<file path="src/sv/tetl_pkg.sv">
// Shared types and constants for the tab expander with line trimming.
`timescale 1ns / 1ps

package tetl_pkg;

    // Byte codes
    localparam logic [7:0] TERM_CODE    = 8'h00;
    localparam logic [7:0] TAB_CODE     = 8'h09;
    localparam logic [7:0] NEWLINE_CODE = 8'h0A;
    localparam logic [7:0] SPACE_CODE   = 8'h20;

    // Tab stops every eight columns
    localparam logic [2:0] TAB_MASK = 3'd7;

    // Line store bound and the cap it places on the buffer size
    localparam int LINE_MAX  = 256;
    localparam int LIMIT_CAP = (LINE_MAX < 256) ? LINE_MAX : 256;

    // Positions kept back from the buffer size
    localparam int RESERVED_POS = 2;

    // Configuration port
    localparam int          APB_ADDR_W      = 3;
    localparam int          APB_DATA_W      = 32;
    localparam int          BUF_SIZE_W      = 9;
    localparam logic [BUF_SIZE_W-1:0] BUF_SIZE_RESET = 9'd256;
    localparam logic        REG_BUFFER_SIZE = 1'b0;

    // One result beat
    typedef struct packed {
        logic [7:0] position;
        logic [7:0] out_char;
        logic       is_length;
        logic [7:0] line_length;
        logic       last;
    } result_t;

    // Core to result register
    typedef struct packed {
        logic    valid;
        result_t data;
    } result_beat_t;

endpackage

</file>
<file path="src/sv/tetl_cfg_regs.sv">
// Configuration register file and usable column limit.
`timescale 1ns / 1ps

module tetl_cfg_regs (
    input  logic                                aclk,
    input  logic                                aresetn,
    input  logic                                psel,
    input  logic                                penable,
    input  logic                                pwrite,
    input  logic [tetl_pkg::APB_ADDR_W-1:0]     paddr,
    input  logic [tetl_pkg::APB_DATA_W-1:0]     pwdata,
    output logic [tetl_pkg::APB_DATA_W-1:0]     prdata,
    output logic                                pready,
    output logic [7:0]                          limit
);

    logic [tetl_pkg::BUF_SIZE_W-1:0] buffer_size_reg;
    logic [tetl_pkg::BUF_SIZE_W-1:0] size_capped;
    logic                            sel_size;

    assign sel_size = (paddr[2] == tetl_pkg::REG_BUFFER_SIZE);
    assign pready   = 1'b1;

    // Write the buffer size on the access phase
    always_ff @(posedge aclk) begin
        if (!aresetn) begin
            buffer_size_reg <= tetl_pkg::BUF_SIZE_RESET;
        end else if (psel && penable && pwrite && sel_size) begin
            buffer_size_reg <= pwdata[tetl_pkg::BUF_SIZE_W-1:0];
        end
    end

    // Read back
    always_comb begin
        prdata = '0;
        if (sel_size) begin
            prdata = {{(tetl_pkg::APB_DATA_W-tetl_pkg::BUF_SIZE_W){1'b0}}, buffer_size_reg};
        end
    end

    // Clamp to the line store, then keep two positions back
    always_comb begin
        if (buffer_size_reg > tetl_pkg::BUF_SIZE_W'(tetl_pkg::LIMIT_CAP)) begin
            size_capped = tetl_pkg::BUF_SIZE_W'(tetl_pkg::LIMIT_CAP);
        end else begin
            size_capped = buffer_size_reg;
        end
        if (size_capped < tetl_pkg::BUF_SIZE_W'(tetl_pkg::RESERVED_POS)) begin
            limit = '0;
        end else begin
            limit = 8'(size_capped - tetl_pkg::BUF_SIZE_W'(tetl_pkg::RESERVED_POS));
        end
    end

endmodule

</file>
<file path="src/sv/tetl_core.sv">
// Input register, line state and the step logic, one result per cycle while the result register is free.
`timescale 1ns / 1ps

module tetl_core (
    input  logic                   aclk,
    input  logic                   aresetn,
    input  logic                   s_valid,
    output logic                   s_ready,
    input  logic [7:0]             s_character,
    input  logic [7:0]             limit,
    input  logic                   out_free,
    output tetl_pkg::result_beat_t res
);

    logic       in_valid_reg;
    logic [7:0] in_char_reg;
    logic [7:0] column_reg;
    logic [7:0] nonspace_end_reg;
    logic [7:0] nonspace_end_before_last_reg;
    logic       last_was_newline_reg;

    logic       step;
    logic       is_term;
    logic       is_tab;
    logic       line_full;
    logic       done;
    logic [7:0] wr_char;
    logic [7:0] col_inc;

    // Decode the held byte
    assign step      = in_valid_reg && out_free;
    assign is_term   = (in_char_reg == tetl_pkg::TERM_CODE);
    assign is_tab    = (in_char_reg == tetl_pkg::TAB_CODE);
    assign line_full = (column_reg >= limit);
    assign wr_char   = is_tab ? tetl_pkg::SPACE_CODE : in_char_reg;
    assign col_inc   = column_reg + 8'd1;

    // A tab stays held until the next stop or the limit
    always_comb begin
        done = 1'b1;
        if (!is_term && !line_full && is_tab) begin
            done = ((col_inc[2:0] & tetl_pkg::TAB_MASK) == 3'd0) || (col_inc >= limit);
        end
    end

    assign s_ready = !in_valid_reg || (step && done);

    // Build the result beat
    always_comb begin
        res.valid = step && (is_term || !line_full);
        if (is_term) begin
            res.data.position    = '0;
            res.data.out_char    = '0;
            res.data.is_length   = 1'b1;
            res.data.line_length = last_was_newline_reg ? nonspace_end_before_last_reg
                                                        : nonspace_end_reg;
            res.data.last        = 1'b1;
        end else begin
            res.data.position    = column_reg;
            res.data.out_char    = wr_char;
            res.data.is_length   = 1'b0;
            res.data.line_length = '0;
            res.data.last        = done;
        end
    end

    // Hold the input beat
    always_ff @(posedge aclk) begin
        if (!aresetn) begin
            in_valid_reg <= 1'b0;
        end else if (s_valid && s_ready) begin
            in_valid_reg <= 1'b1;
        end else if (step && done) begin
            in_valid_reg <= 1'b0;
        end
    end

    always_ff @(posedge aclk) begin
        if (s_valid && s_ready) begin
            in_char_reg <= s_character;
        end
    end

    // Advance the line state
    always_ff @(posedge aclk) begin
        if (!aresetn) begin
            column_reg                   <= '0;
            nonspace_end_reg             <= '0;
            nonspace_end_before_last_reg <= '0;
            last_was_newline_reg         <= 1'b0;
        end else if (step) begin
            if (is_term) begin
                column_reg                   <= '0;
                nonspace_end_reg             <= '0;
                nonspace_end_before_last_reg <= '0;
                last_was_newline_reg         <= 1'b0;
            end else if (!line_full) begin
                nonspace_end_before_last_reg <= nonspace_end_reg;
                if (wr_char != tetl_pkg::SPACE_CODE) begin
                    nonspace_end_reg <= col_inc;
                end
                last_was_newline_reg <= (wr_char == tetl_pkg::NEWLINE_CODE);
                column_reg           <= col_inc;
            end
        end
    end

endmodule

</file>
<file path="src/sv/tetl_out_reg.sv">
// Result register between the step logic and the result channel.
`timescale 1ns / 1ps

module tetl_out_reg (
    input  logic                   aclk,
    input  logic                   aresetn,
    input  tetl_pkg::result_beat_t res,
    output logic                   out_free,
    output logic                   m_valid,
    input  logic                   m_ready,
    output tetl_pkg::result_t      m_data
);

    logic              m_valid_reg;
    tetl_pkg::result_t data_reg;

    assign out_free = !m_valid_reg || m_ready;
    assign m_valid  = m_valid_reg;
    assign m_data   = data_reg;

    // Load a new beat whenever the register drains
    always_ff @(posedge aclk) begin
        if (!aresetn) begin
            m_valid_reg <= 1'b0;
        end else if (out_free) begin
            m_valid_reg <= res.valid;
        end
    end

    always_ff @(posedge aclk) begin
        if (out_free && res.valid) begin
            data_reg <= res.data;
        end
    end

endmodule

</file>
<file path="src/sv/tab_expand_trim_line.sv">
// Top level: tab expander with trailing newline and space trimming.
//
//   channel  direction  handshake           payload
//   s_       in         s_valid / s_ready   s_character
//   m_       out        m_valid / m_ready   m_position, m_out_char, m_is_length,
//                                           m_line_length, m_last
//   APB      in         psel / penable      paddr, pwdata, prdata (buffer_size at 0x0)
//
// An ordinary byte or a terminator gives one beat; a tab gives one space beat
// per column up to the next tab stop, up to eight, while the input holds.
// A byte other than a terminator that lands on a full line is dropped with no beat.
// A byte passes through the input register and then the result register.
// Synchronous active-low reset clears the line state and sets buffer_size to 256.
// A stalled m_ready holds the result register and, through it, the input.
`timescale 1ns / 1ps

module tab_expand_trim_line (
    input  logic                            aclk,
    input  logic                            aresetn,
    input  logic                            s_valid,
    output logic                            s_ready,
    input  logic [7:0]                      s_character,
    output logic                            m_valid,
    input  logic                            m_ready,
    output logic [7:0]                      m_position,
    output logic [7:0]                      m_out_char,
    output logic                            m_is_length,
    output logic [7:0]                      m_line_length,
    output logic                            m_last,
    input  logic                            psel,
    input  logic                            penable,
    input  logic                            pwrite,
    input  logic [tetl_pkg::APB_ADDR_W-1:0] paddr,
    input  logic [tetl_pkg::APB_DATA_W-1:0] pwdata,
    output logic [tetl_pkg::APB_DATA_W-1:0] prdata,
    output logic                            pready
);

    logic                   out_free;
    logic [7:0]             limit;
    tetl_pkg::result_beat_t res;
    tetl_pkg::result_t      m_data;

    tetl_cfg_regs u_cfg (
        .aclk    (aclk),
        .aresetn (aresetn),
        .psel    (psel),
        .penable (penable),
        .pwrite  (pwrite),
        .paddr   (paddr),
        .pwdata  (pwdata),
        .prdata  (prdata),
        .pready  (pready),
        .limit   (limit)
    );

    tetl_core u_core (
        .aclk        (aclk),
        .aresetn     (aresetn),
        .s_valid     (s_valid),
        .s_ready     (s_ready),
        .s_character (s_character),
        .limit       (limit),
        .out_free    (out_free),
        .res         (res)
    );

    tetl_out_reg u_out (
        .aclk     (aclk),
        .aresetn  (aresetn),
        .res      (res),
        .out_free (out_free),
        .m_valid  (m_valid),
        .m_ready  (m_ready),
        .m_data   (m_data)
    );

    assign m_position    = m_data.position;
    assign m_out_char    = m_data.out_char;
    assign m_is_length   = m_data.is_length;
    assign m_line_length = m_data.line_length;
    assign m_last        = m_data.last;

    // A length beat closes its input and carries no character
    a_length_beat: assert property (@(posedge aclk) disable iff (!aresetn)
        m_valid && m_is_length |-> m_last && m_position == 8'd0 && m_out_char == 8'd0)
        else $error("length beat malformed");

    // Only a tab gives more than one beat, and never across a tab stop
    a_tab_run: assert property (@(posedge aclk) disable iff (!aresetn)
        m_valid && !m_last |-> !m_is_length && m_out_char == tetl_pkg::SPACE_CODE
                               && (m_position[2:0] != tetl_pkg::TAB_MASK))
        else $error("non-last beat outside a tab run");

    // Character beats stay inside the usable columns
    a_position_range: assert property (@(posedge aclk) disable iff (!aresetn)
        m_valid && !m_is_length |-> m_position <= 8'd253 && m_line_length == 8'd0)
        else $error("character beat out of range");

    // Input is held while a tab run is still being written
    a_hold_in_run: assert property (@(posedge aclk) disable iff (!aresetn)
        res.valid && out_free && !res.data.last |-> !s_ready)
        else $error("input taken during a tab run");

endmodule
</file>
<file path="config.mk">
export PLATFORM = sky130hd
export DESIGN_NAME = tab_expand_trim_line
export DESIGN_NICKNAME = d
export VERILOG_FILES = /design/src/sv/tetl_pkg.sv /design/src/sv/tetl_cfg_regs.sv /design/src/sv/tetl_core.sv /design/src/sv/tetl_out_reg.sv /design/src/sv/tab_expand_trim_line.sv
export SDC_FILE = /design/constraint.sdc
export NUM_CORES = 1
export LEC_CHECK = 0
export BUFFER_PORTS_ARGS = -buffer_cell sky130_fd_sc_hd__buf_2
export CELL_PAD_IN_SITES_DETAIL_PLACEMENT = 0
export CELL_PAD_IN_SITES_GLOBAL_PLACEMENT = 1
export CORE_ASPECT_RATIO = 0.8
export CORE_MARGIN = 8
export CORE_UTILIZATION = 35
export DETAILED_ROUTE_END_ITERATION = 12
export PLACE_DENSITY_LB_ADDON = 0.08
export SLEW_MARGIN = 10
export SYNTH_ARGS = -nofsm -noshare
export SYNTH_HDL_FRONTEND = slang
export SYNTH_SLANG_ARGS = --single-unit
</file>
<file path="constraint.sdc">
create_clock -name aclk -period 4.36 [get_ports aclk]
set_clock_uncertainty 0.2 [all_clocks]
set_input_delay 0.872 -clock aclk [delete_from_list [all_inputs] [get_ports aclk]]
set_output_delay 0.872 -clock aclk [all_outputs]
set_load 0.05 [all_outputs]
</file>
==> results.txt, run 1 <==
The area share of the largest cell type after synthesis is 0.276. The tools report the worst min-delay path startpoint as u_core.in_char_reg[2]$_DFFE_PP_. By count the netlist is led by 68 x sky130_fd_sc_hd__nand2_1, 36 x sky130_fd_sc_hd__dfxtp_1, 34 x sky130_fd_sc_hd__edfxtp_1. The area growth from synthesis to layout is 19.3%. The setup path with the least slack is of type reg -> out.

The type of the worst min-delay path is reg -> reg. The remaining max-slew budget at the tightest pin was 0.551; the final critical path time including I/O delays and setup was 4.22 ns. The endpoint identified for the worst register-to-register timing path is u_core.in_char_reg[1]$_DFFE_PP_. The via count of the first global-routing pass was 2,621; the via count normalized by instance count was 4.56. The signal on the critical path passes through nand2b_1, ha_1, nand3b_1, or3_4, and3b_1, ha_1, nand2b_4, a2111oi_4, o31ai_4, o32ai_2, inv_1, buf_4. The first global-routing pass estimated 13.1 mm of wire. The final count of hold timing violations is 0, and the maximum buffer depth of the clock tree is 2. sky130_fd_sc_hd__edfxtp_1 takes more of the synthesized area than any other cell. The cell that appears most often on the critical path is sky130_fd_sc_hd__ha_1. After floorplanning, the core was sized to cover 0.0103 sq mm. The worst hold path passes through 0 cells. The number of enable flip-flop cells after synthesis was 34. The post-detailed-routing wire length was 8.14 mm; the post-synthesis async set-or-reset flop share was 0. The worst register-to-register path begins at u_cfg.buffer_size_reg[3]$_SDFFE_PN0P_. With fillers left out, the area of the finished cells amounts to 0.00442 sq mm.

The maximum fanout encountered on the critical timing path works out to 6. The antenna diode count was 0; the number of nets in the finished design was 493. The tools report the via count as 2,596.

TritonCTS built the clock tree. The tools report the final RePlAce weighted congestion as 0.780. After synthesis the netlist holds a flip-flop and latch count of 70.

In this run the remaining antenna-violating nets after routing total 0. On the critical path, the stage with the largest delay is an instance of sky130_fd_sc_hd__a2111oi_4. The number of flip-flops under the largest register name came out at 26.

Summing all multi-input logic gate instances after layout gives 0.00178 sq mm. Synthesis instantiated 49 different standard cells from the library. The tools report the sequential element share of the synthesized area as 0.470. The standby leakage power is 1.82 nW. The run gives 0 as the max-slew violation count. Power spread over the standard cell area amounts to 384 mW/mm^2. The tools report the number of hold buffers added after CTS as 0.

The Yosys step of the flow raised 0 warnings. The main flop type after synthesis is sky130_fd_sc_hd__dfxtp_1. Fraction of final layout cells with drive strength greater than 1: 0.217. The number of placement rows is 33.

The DRC violation count after routing came out at 0. During I/O placement, the number of pins put on the boundary was 111. Kind of cell adding the most delay to the critical path: simple AND/OR/NAND/NOR gates. The tools report the clock latency reported for the late side of the worst-skew pair as 0.32 ns. From left edge to right edge, the die measures 131 microns. For the combined global-route utilization of all metal layers, the log shows 0.118. By area the synthesized netlist is led by sky130_fd_sc_hd__edfxtp_1 28%, sky130_fd_sc_hd__dfxtp_1 19%, sky130_fd_sc_hd__mux2i_1 8.1%. The first detailed-routing pass ran for 6 iterations.

The tools report the type of element capturing the critical path as a primary output. In the final timing run, aggregate negative setup slack is 0 ns. Synthesis handed over a netlist of 365 instances. Summing all placed instances gives a cell area of 0.00406 sq mm.

Stage delay of the slowest cell on the critical path: 0.40 ns. Cell with the most instances after synthesis: sky130_fd_sc_hd__nand2_1. For the synthesized cell area, the log shows 0.00370 sq mm.

The logs give 0.237 GHz for the maximum operating frequency and 3.14 ns for the arrival time at the worst endpoint. Entering global routing, the biggest net connects 39 pins. The buffering stage count on the worst path with inverters included came out at 2.

The wire-length estimate of the detail-placed layout is 5.93 mm. The initial antenna violation count is 0, and the starting density of the core is 0.360. In this run the register-to-register setup slack is 0.68 ns. The placement-stage worst setup slack was 0.169 ns. In this run the vertical extent of the chip is 108 microns. The tools report the total CTS buffers as 9.

Setup slack on the critical path of the routed design comes to 0.144 ns. The number of sinks driven by the clock tree was 70; the total number of H-tree levels was 3. Routed length per placed instance: 14.3 microns.

The share of the clock period used by the worst path after layout is 0.967. The count of buffers inserted at the top-level ports came out at 61. Register area: 0.00174 sq mm.

The sink of the worst hold path is u_out.m_data[12]$_SDFFCE_PP0P_. After the first detailed-routing iteration, the DRC count stood at 113. The worst reg-to-reg path cell count was 11. The average footprint of a synthesized cell is 10.1 sq um, and the count of endpoints failing setup in the final report is 0. The run finished with clean final reports. The tree is rooted in a sky130_fd_sc_hd__clkbuf_16. Number of max-cap violations: 0. For the worst IR drop on VDD, the log shows 0.166 mV. Startpoint type of the worst setup path: a register. At the pin with the least slew margin, the transition time is 0.673 ns.

The die outline area is 0.0141 sq mm, and the worst path required time is 3.29 ns. The filler cells instantiated in the layout total 1,035. Clock-pin slew was measured on the worst setup and hold paths at 0.06 ns. The sum of overflow across all layers after global routing was 0.
[through the flow]
step,power (W),instances,util,hold WS [ns]
floorplan,0.000893,387,-,0.234
global placement,0.000914,551,0.395,0.241
detailed placement,0.000915,551,0.395,0.243
CTS,0.00172,568,0.428,0.259
global route,0.00175,569,0.430,0.264
finish,0.00169,569,0.430,0.254
[kinds of logic (layout without fill, tap and decap cells)]
family | after synthesis | in the layout | synth area share
and+or+nand+nor | 139 | 139 | 0.182
buffers and inverters | 49 | 91 | 0.0781
adders and majority gates | 19 | 19 | 0.0642
muxes | 30 | 30 | 0.0811
DFF | 70 | 70 | 0.470
AOI/OAI and AO/OA | 47 | 47 | 0.101
xor gates and xnor gates | 9 | 9 | 0.0213
other | 2 | 24 | 0.00203
[power by group]
group          switching (W)  internal, W
Sequential         0.0000120     0.000709
Clock               0.000287     0.000505
Combinational       0.000136    0.0000451
[worst max-delay path by stage]
stage / startpoint / endpoint / slack, ns / depth (start not counted)
finish: u_cfg.buffer_size_reg[8]$_SDFFE_PN1P_ / s_ready / 0.14 / 12
global route: u_cfg.buffer_size_reg[8]$_SDFFE_PN1P_ / s_ready / -0.01 / 12
CTS: u_cfg.buffer_size_reg[8]$_SDFFE_PN1P_ / s_ready / 0.04 / 12
detailed placement: u_cfg.buffer_size_reg[8]$_SDFFE_PN1P_ / s_ready / 0.17 / 12
global placement: u_cfg.buffer_size_reg[4]$_SDFFE_PN0P_ / s_ready / 0.23 / 11
floorplan: u_cfg.buffer_size_reg[8]$_SDFFE_PN1P_ / s_ready / 0.10 / 12
[per-layer routing]
metal  track usage  vias up  wire length (microns)
li1              -     1340                      -
met1         0.158     1209                   4140
met2         0.177       45                   3570
met3        0.0403        2                    378
met4        0.0319        0                     48
met5             0        -                      0
[worst register-to-register path, stage by stage (launching register included)]
cell and delay [ns]:
sky130_fd_sc_hd__dfxtp_1 0.31, sky130_fd_sc_hd__buf_4 0.15, sky130_fd_sc_hd__or3_1 0.34, sky130_fd_sc_hd__nor3_1 0.22, sky130_fd_sc_hd__xor2_1 0.17, sky130_fd_sc_hd__o21ai_0 0.13
sky130_fd_sc_hd__ha_1 0.32, sky130_fd_sc_hd__nand4_1 0.23, sky130_fd_sc_hd__o31ai_4 0.41, sky130_fd_sc_hd__o32ai_2 0.13, sky130_fd_sc_hd__buf_4 0.16, sky130_fd_sc_hd__nor2b_1 0.53
[layout make-up]
class,instances,share of cell area
Timing Repair Buffer,69,0.0861
Inverter,6,0.00510
Clock buffer,10,0.0518
Sequential cell,70,0.394
Tap cell,140,0.0396
Clock inverter,6,0.0212
Multi-Input combinational cell,268,0.402
[repair_timing]
action | 4_1_cts | 5_1_grt
pin swaps | 1 | 1
setup buffers | 1 | 1
resized for setup | 2 | 3
endpoints found under the setup margin | 1 | 1
[cells in the final DEF, fill, tap and decap left out, types with 3 or more instances in the layout]
cell type                   Yosys  routed
sky130_fd_sc_hd__nand2_1       68      68
sky130_fd_sc_hd__buf_2          3      60
sky130_fd_sc_hd__dfxtp_1       36      36
sky130_fd_sc_hd__edfxtp_1      34      34
sky130_fd_sc_hd__mux2i_1       30      30
sky130_fd_sc_hd__conb_1         2      24
sky130_fd_sc_hd__ha_1          19      19
sky130_fd_sc_hd__nor2_1        14      14
sky130_fd_sc_hd__a21boi_0      13      13
sky130_fd_sc_hd__nor2b_1       12      12
sky130_fd_sc_hd__and2_1         9       9
sky130_fd_sc_hd__clkbuf_16      0       9
sky130_fd_sc_hd__buf_4         24       8
sky130_fd_sc_hd__o21ai_0        7       7
sky130_fd_sc_hd__a21oi_1        7       7
sky130_fd_sc_hd__nand2b_1       7       7
sky130_fd_sc_hd__xnor2_1        6       6
sky130_fd_sc_hd__o21a_1         5       5
sky130_fd_sc_hd__inv_1          5       5
sky130_fd_sc_hd__nand3_1        5       5
sky130_fd_sc_hd__nand4_1        4       4
sky130_fd_sc_hd__nor3_1         4       4
sky130_fd_sc_hd__or3_1          5       4
sky130_fd_sc_hd__xor2_1         3       3
sky130_fd_sc_hd__nor4_1         3       3
(Power assumes the default switching activity.)
==> inputs of run 2 (changes only) <==
Settings changed: RECOVER_POWER set to 25.
==> results.txt, run 2 (synthesized netlist as in run 1, its figures left out) <==
The run finished with clean final reports. The remaining max-slew budget at the tightest pin is 0.317, and the count of endpoints failing setup in the final report is 0. Adding up every negative setup slack in the final design gives 0 ns. Relative to the synthesized area, the layout overhead comes to 19.1%. Clock-pin slew was measured on the worst setup and hold paths at 0.06 ns. The longest clock path from root to sink contains 2 buffers.

Using the TritonRoute via totals, the vias-per-cell ratio works out to 4.57. The number of buffers and inverters on the critical path is 2. The die is 108 microns tall.

The number of nets in the finished design is 493. The final critical path time including I/O delays and setup was 4.22 ns. The fraction of final layout cells with drive strength greater than 1 is 0.205. The starting density of the core was 0.360; the number of flip-flops under the largest register name was 26.

For this design, the CTS-stage hold fixing added 0 buffers. The H-tree was split into 3 levels. The critical path in this run is classified as reg -> out. From left edge to right edge, the die measures 131 microns. The detailed-placement wirelength estimate came out at 5.93 mm. The via count of the first global-routing pass was 2,621; the number of max-cap violations was 0. TritonCTS built the clock tree.

The number of design-rule violations left by the first detailed-router iteration is 113, and the relative contribution of combinational cells to total power is 0.107. Post-detailed-routing wire length: 8.14 mm. The type of the worst min-delay path is reg -> reg. During placement, the flow inserted port buffers numbering 61. The pre-antenna-repair detailed-routing pass consisted of 6 iterations.

For the antenna diode count, the log shows 0. Along the worst path, the maximum fanout reaches 6. On the critical path the largest part of the delay comes from simple AND/OR/NAND/NOR gates. VDD sags by at most 0.166 mV. Total CTS buffers: 9. The critical path goes through nand2b_1, ha_1, nand3b_1, or3_4, and3b_1, ha_1, nand2b_4, a2111oi_4, o31ai_4, o32ai_2, inv_1, buf_4. Summed over all layers, the global routing overflow is 0.

The count of nets left with antenna violations once routing finished came out at 0. During I/O placement, the number of pins put on the boundary was 111. The initial antenna violation count is 0, and the share of the clock period used by the worst path after layout is 0.967.

The floorplan step defined a die boundary enclosing 0.0141 sq mm. The tools report the root buffer selected by CTS as sky130_fd_sc_hd__clkbuf_16. At the worst endpoint, the arrival time is 3.14 ns.

The final count of hold timing violations was 0. For this run, the top clock speed supported by timing is 0.237 GHz. For the worst-skew pair, the clock arrives at the later sink with an insertion delay of 0.32 ns. Among all stages on the critical path, the largest delay is contributed by sky130_fd_sc_hd__a2111oi_4. The first global-routing pass estimated 13.1 mm of wire. In the layout the commonest cells are 68 x sky130_fd_sc_hd__nand2_1, 57 x sky130_fd_sc_hd__buf_2, 36 x sky130_fd_sc_hd__dfxtp_1, 34 x sky130_fd_sc_hd__edfxtp_1, 30 x sky130_fd_sc_hd__mux2i_1. For this design the static power due to leakage is 1.81 nW. The actual transition at the worst max-transition pin was 1.02 ns; the fraction of power consumed by the clock network was 0.467. The startpoint type of the worst setup path was a register.

On the worst path, the slowest cell contributes a delay of 0.40 ns. For the combined global-route utilization of all metal layers, the log shows 0.118. The total area inside the core boundary comes to 0.0103 sq mm.

The clock net in this run drives a total of 70 sinks. The number of placement rows is 33. The internal cell power was 0.00126 W.

The run gives 39 as the pin count of the biggest net entering global routing. Final RePlAce weighted congestion: 0.780. STA classifies the critical path endpoint as a primary output.

The fraction of power consumed by sequential logic is 0.426, and the areal power density over the cells is 384 mW/mm^2. The run gives 0.000435 W as the switching power summed over all nets. The cell that appears most often on the critical path is sky130_fd_sc_hd__ha_1.

The library cell used most frequently in the layout, excluding fill and tap cells, is sky130_fd_sc_hd__nand2_1. After layout, the design draws a total of 0.00169 W. The max-slew violation count is 0, and the routed length per placed instance is 14.3 microns. The fraction of power spent switching nets is 0.257, and the DRC violation count after routing is 0.

The routed layout has 2,600 vias. At the worst endpoint, the required time is 3.29 ns.
## run 2: cell types whose count changed in the layout (fill, tap and decap cells not counted)
cell / before / now
sky130_fd_sc_hd__buf_4: 8 / 7
sky130_fd_sc_hd__inv_2: 1 / 0
sky130_fd_sc_hd__inv_1: 5 / 6
sky130_fd_sc_hd__clkbuf_1: 1 / 5
sky130_fd_sc_hd__buf_2: 60 / 57
## run 2: worst paths after layout
kind | cells after the start | from | end | slack, ns
min | 0 | u_core.in_char_reg[2]$_DFFE_PP_ | u_out.m_data[12]$_SDFFCE_PP0P_ | 0.25
max reg2reg | 11 | u_cfg.buffer_size_reg[3]$_SDFFE_PN0P_ | u_core.in_char_reg[1]$_DFFE_PP_ | 0.68
max | 12 | u_cfg.buffer_size_reg[8]$_SDFFE_PN1P_ | s_ready | 0.14
min reg2reg | 0 | u_core.in_char_reg[2]$_DFFE_PP_ | u_out.m_data[12]$_SDFFCE_PP0P_ | 0.25
## run 2: routing by layer
layer	up-vias	track usage	share of wire
met1	1213	0.158	0.51
met5	-	0	0
met2	45	0.177	0.44
met3	2	0.0403	0.047
li1	1340	-	-
met4	0	0.0319	0.0059
## run 2: area by class of cell
class | instances | area (sq um)
fill | 1037 | 5870
inverter | 6 | 22.5
clock inverter | 6 | 93.8
multi-input combinational | 268 | 1780
sequential | 70 | 1740
clock buffer | 10 | 229
tap | 140 | 175
timing repair buffer | 69 | 373
## run 2: repair_timing
item                                    in CTS  in global routing
endpoints found under the setup margin       1                  1
pin swaps                                    1                  1
endpoints found under the hold margin        0                  0
setup buffers                                1                  1
resized for setup                            2                  3
## run 2: power by group through the flow
stage	Sequential (W)	Clock, W	Combinational [W]
after global routing	0.000724	0.000837	0.000193
after detailed placement	0.000735	0	0.000179
after floorplan	0.000764	0	0.000129
after global placement	0.000735	0	0.000179
after CTS	0.000721	0.000813	0.000181
final	0.000721	0.000792	0.000181
## run 2: through the flow
stage | util | cells | instance area (sq um) | hold slack (ns) | setup slack (ns)
CTS | 0.428 | 568 | 4400 | 0.259 | 0.0372
global placement | 0.395 | 551 | 4060 | 0.241 | 0.231
detailed placement | 0.395 | 551 | 4060 | 0.243 | 0.169
floorplan | - | 387 | 3780 | 0.234 | 0.104
global route | 0.429 | 569 | 4410 | 0.264 | -0.0104
finish | 0.429 | 569 | 4410 | 0.254 | 0.145
==> inputs of run 3 (changes only) <==
Settings changed: MAX_ROUTING_LAYER set to met4.
==> results.txt, run 3 (synthesized netlist as in run 1, its figures left out) <==
The worst reg-to-reg path cell count was 11. For the worst setup path, the data arrival time is 3.15 ns. The fraction of final layout cells with drive strength greater than 1 is 0.205.

The register with the most flip-flops in the layout has 26 of them. The share of the clock period used by the worst path after layout was 0.968. Once detail routing completed, the nets flagged for antenna violations numbered 0. CTS built an H-tree with a depth of 3. Clock tree synthesis selected as its root buffer the cell sky130_fd_sc_hd__clkbuf_16. The worst setup path is captured at a primary output. The floorplan has 33 rows. The max-slew violation count came out at 0. Counting instances, the worst hold path has a depth of 0. Compared with the post-synthesis result, the final layout area differs by 19.1%.

The placement-stage worst setup slack was 0.169 ns. The run gives 8.14 mm as the post-detailed-routing wire length. The count of cells in the finished layout, fillers not included, comes to 569.

TritonCTS built the clock tree. The run gives 0 as the initial antenna violation count. The via count was 2,568; the count of endpoints failing setup in the final report was 0. The DRC violation count after routing is 0.

0 antenna diodes ended up in the layout. For this design the ratio of total power to cell area is 384 mW/mm^2. The cell count after placement is 551. The final count of hold timing violations is 0. The run gives 2,624 as the via count of the first global-routing pass.

The fraction of the core area covered by cells at the end of the flow was 0.429; the clock slew seen by the registers of the worst setup and hold paths was 0.06 ns. The logs give 0.33 ns for the clock latency reported for the late side of the worst-skew pair and 0 for the number of max-cap violations. The die height is 108 microns, and the maximum fanout encountered on the critical timing path is 6. Entering global routing, the biggest net connects 39 pins. The wire-length estimate of the detail-placed layout is 5.93 mm. The starting density of the core was 0.360. The worst-case setup margin in the final layout came out at 0.139 ns. STA classifies the critical path startpoint as a register. The worst path required time is 3.29 ns, and the total CTS buffers is 9. The count of buffers inserted at the top-level ports came out at 61. For the maximum buffer depth of the clock tree, the log shows 2. Number of design-rule violations left by the first detailed-router iteration: 112. The number of nets in the finished design is 493, and the sum of overflow across all layers after global routing is 0. The flow ran to the end, and the final reports show no timing, DRC or antenna violations. The logs give 0.319 for the remaining max-slew budget at the tightest pin and 1,037 for the final-layout fill cell count.

The die covers 0.0141 sq mm. For the worst IR drop on VDD, the log shows 0.167 mV. After routing the design area is 0.00441 sq mm. The combined global-route utilization of all metal layers was 0.121; the floorplan die width was 131 microns.

Dividing the detail-routed via count by the number of cells gives 4.51. The run gives 0.00406 sq mm as the area of placed instances. The type of the worst min-delay path was reg -> reg. The actual transition at the worst max-transition pin was 1.02 ns; the maximum operating frequency was 0.237 GHz. The path type of the worst setup path is reg -> out.

The first global-routing pass estimated 13.1 mm of wire. For this design, the sink count on the clock tree is 70. At the end of routability-driven placement, the weighted congestion stood at 0.791. Summed over all cells, the static leakage comes to 1.81 nW.

In this run the standard cell core region covers 0.0103 sq mm. Leaving out fill and tap cells, the most frequent cell in the layout is sky130_fd_sc_hd__nand2_1. Final critical path time including I/O delays and setup: 4.22 ns. In this run, post-CTS hold repair placed 0 buffers.

In the layout the commonest cells are 68 x sky130_fd_sc_hd__nand2_1, 57 x sky130_fd_sc_hd__buf_2, 36 x sky130_fd_sc_hd__dfxtp_1, 34 x sky130_fd_sc_hd__edfxtp_1, 30 x sky130_fd_sc_hd__mux2i_1. In the final timing run, aggregate negative setup slack is 0 ns. For this run, the detailed router's first-pass iteration total came to 5. In the final routed layout, each cell accounts on average for 14.3 microns. The number of placed I/O pins came out at 111.
==> run 3: critical path, cell delays in order, from the launching register on <==
cell	delay, ns
sky130_fd_sc_hd__dfxtp_1	0.35
sky130_fd_sc_hd__nand2b_1	0.14
sky130_fd_sc_hd__ha_1	0.17
sky130_fd_sc_hd__nand3b_1	0.10
sky130_fd_sc_hd__or3_4	0.37
sky130_fd_sc_hd__and3b_1	0.21
sky130_fd_sc_hd__ha_1	0.29
sky130_fd_sc_hd__nand2b_4	0.15
sky130_fd_sc_hd__a2111oi_4	0.40
sky130_fd_sc_hd__o31ai_4	0.12
sky130_fd_sc_hd__o32ai_2	0.26
sky130_fd_sc_hd__inv_1	0.07
sky130_fd_sc_hd__buf_4	0.19
==> run 3: where the power goes <==
| group | switching [W] | internal (W) |
|---|---|---|
| clock | 0.000288 | 0.000505 |
| sequential | 0.0000120 | 0.000709 |
| combinational | 0.000136 | 0.0000447 |
==> run 3: layout make-up <==
cell class / count / area, sq um / area share
multi-input combinational: 268 / 1780 / 0.403
sequential: 70 / 1740 / 0.395
timing repair buffer: 69 / 373 / 0.0845
clock buffer: 10 / 229 / 0.0519
tap: 140 / 175 / 0.0397
clock inverter: 6 / 93.8 / 0.0213
inverter: 6 / 22.5 / 0.00511
==> run 3: per-layer routing <==
layer	vias to the layer above	GRT usage	part of all wire
met1	1183	0.159	0.52
met3	2	0.0364	0.039
li1	1338	-	-
met4	0	0.0319	0.0058
met2	45	0.178	0.44
met5	-	-	0
==> run 3: what timing repair did <==
| item | 4_1_cts | 5_1_grt |
|---|---|---|
| setup buffers | 1 | 1 |
| pin swaps | 1 | 1 |
| setup endpoints to repair | 1 | 1 |
| gates cloned | 0 | 0 |
| resized for setup | 2 | 3 |
==> run 3: final timing paths <==
path / start / end / slack [ns]
setup reg to reg: u_cfg.buffer_size_reg[3]$_SDFFE_PN0P_ / u_core.in_char_reg[4]$_DFFE_PP_ / 0.67
hold / removal: u_core.in_char_reg[2]$_DFFE_PP_ / u_out.m_data[12]$_SDFFCE_PP0P_ / 0.25
setup / recovery: u_cfg.buffer_size_reg[8]$_SDFFE_PN1P_ / s_ready / 0.14
hold reg to reg: u_core.in_char_reg[2]$_DFFE_PP_ / u_out.m_data[12]$_SDFFCE_PP0P_ / 0.25
==> run 3: through the flow <==
stage | hold slack (ns) | power (W)
floorplan | 0.234 | 0.000893
global placement | 0.241 | 0.000914
detailed placement | 0.243 | 0.000915
CTS | 0.259 | 0.00172
global route | 0.264 | 0.00175
finish | 0.254 | 0.00169
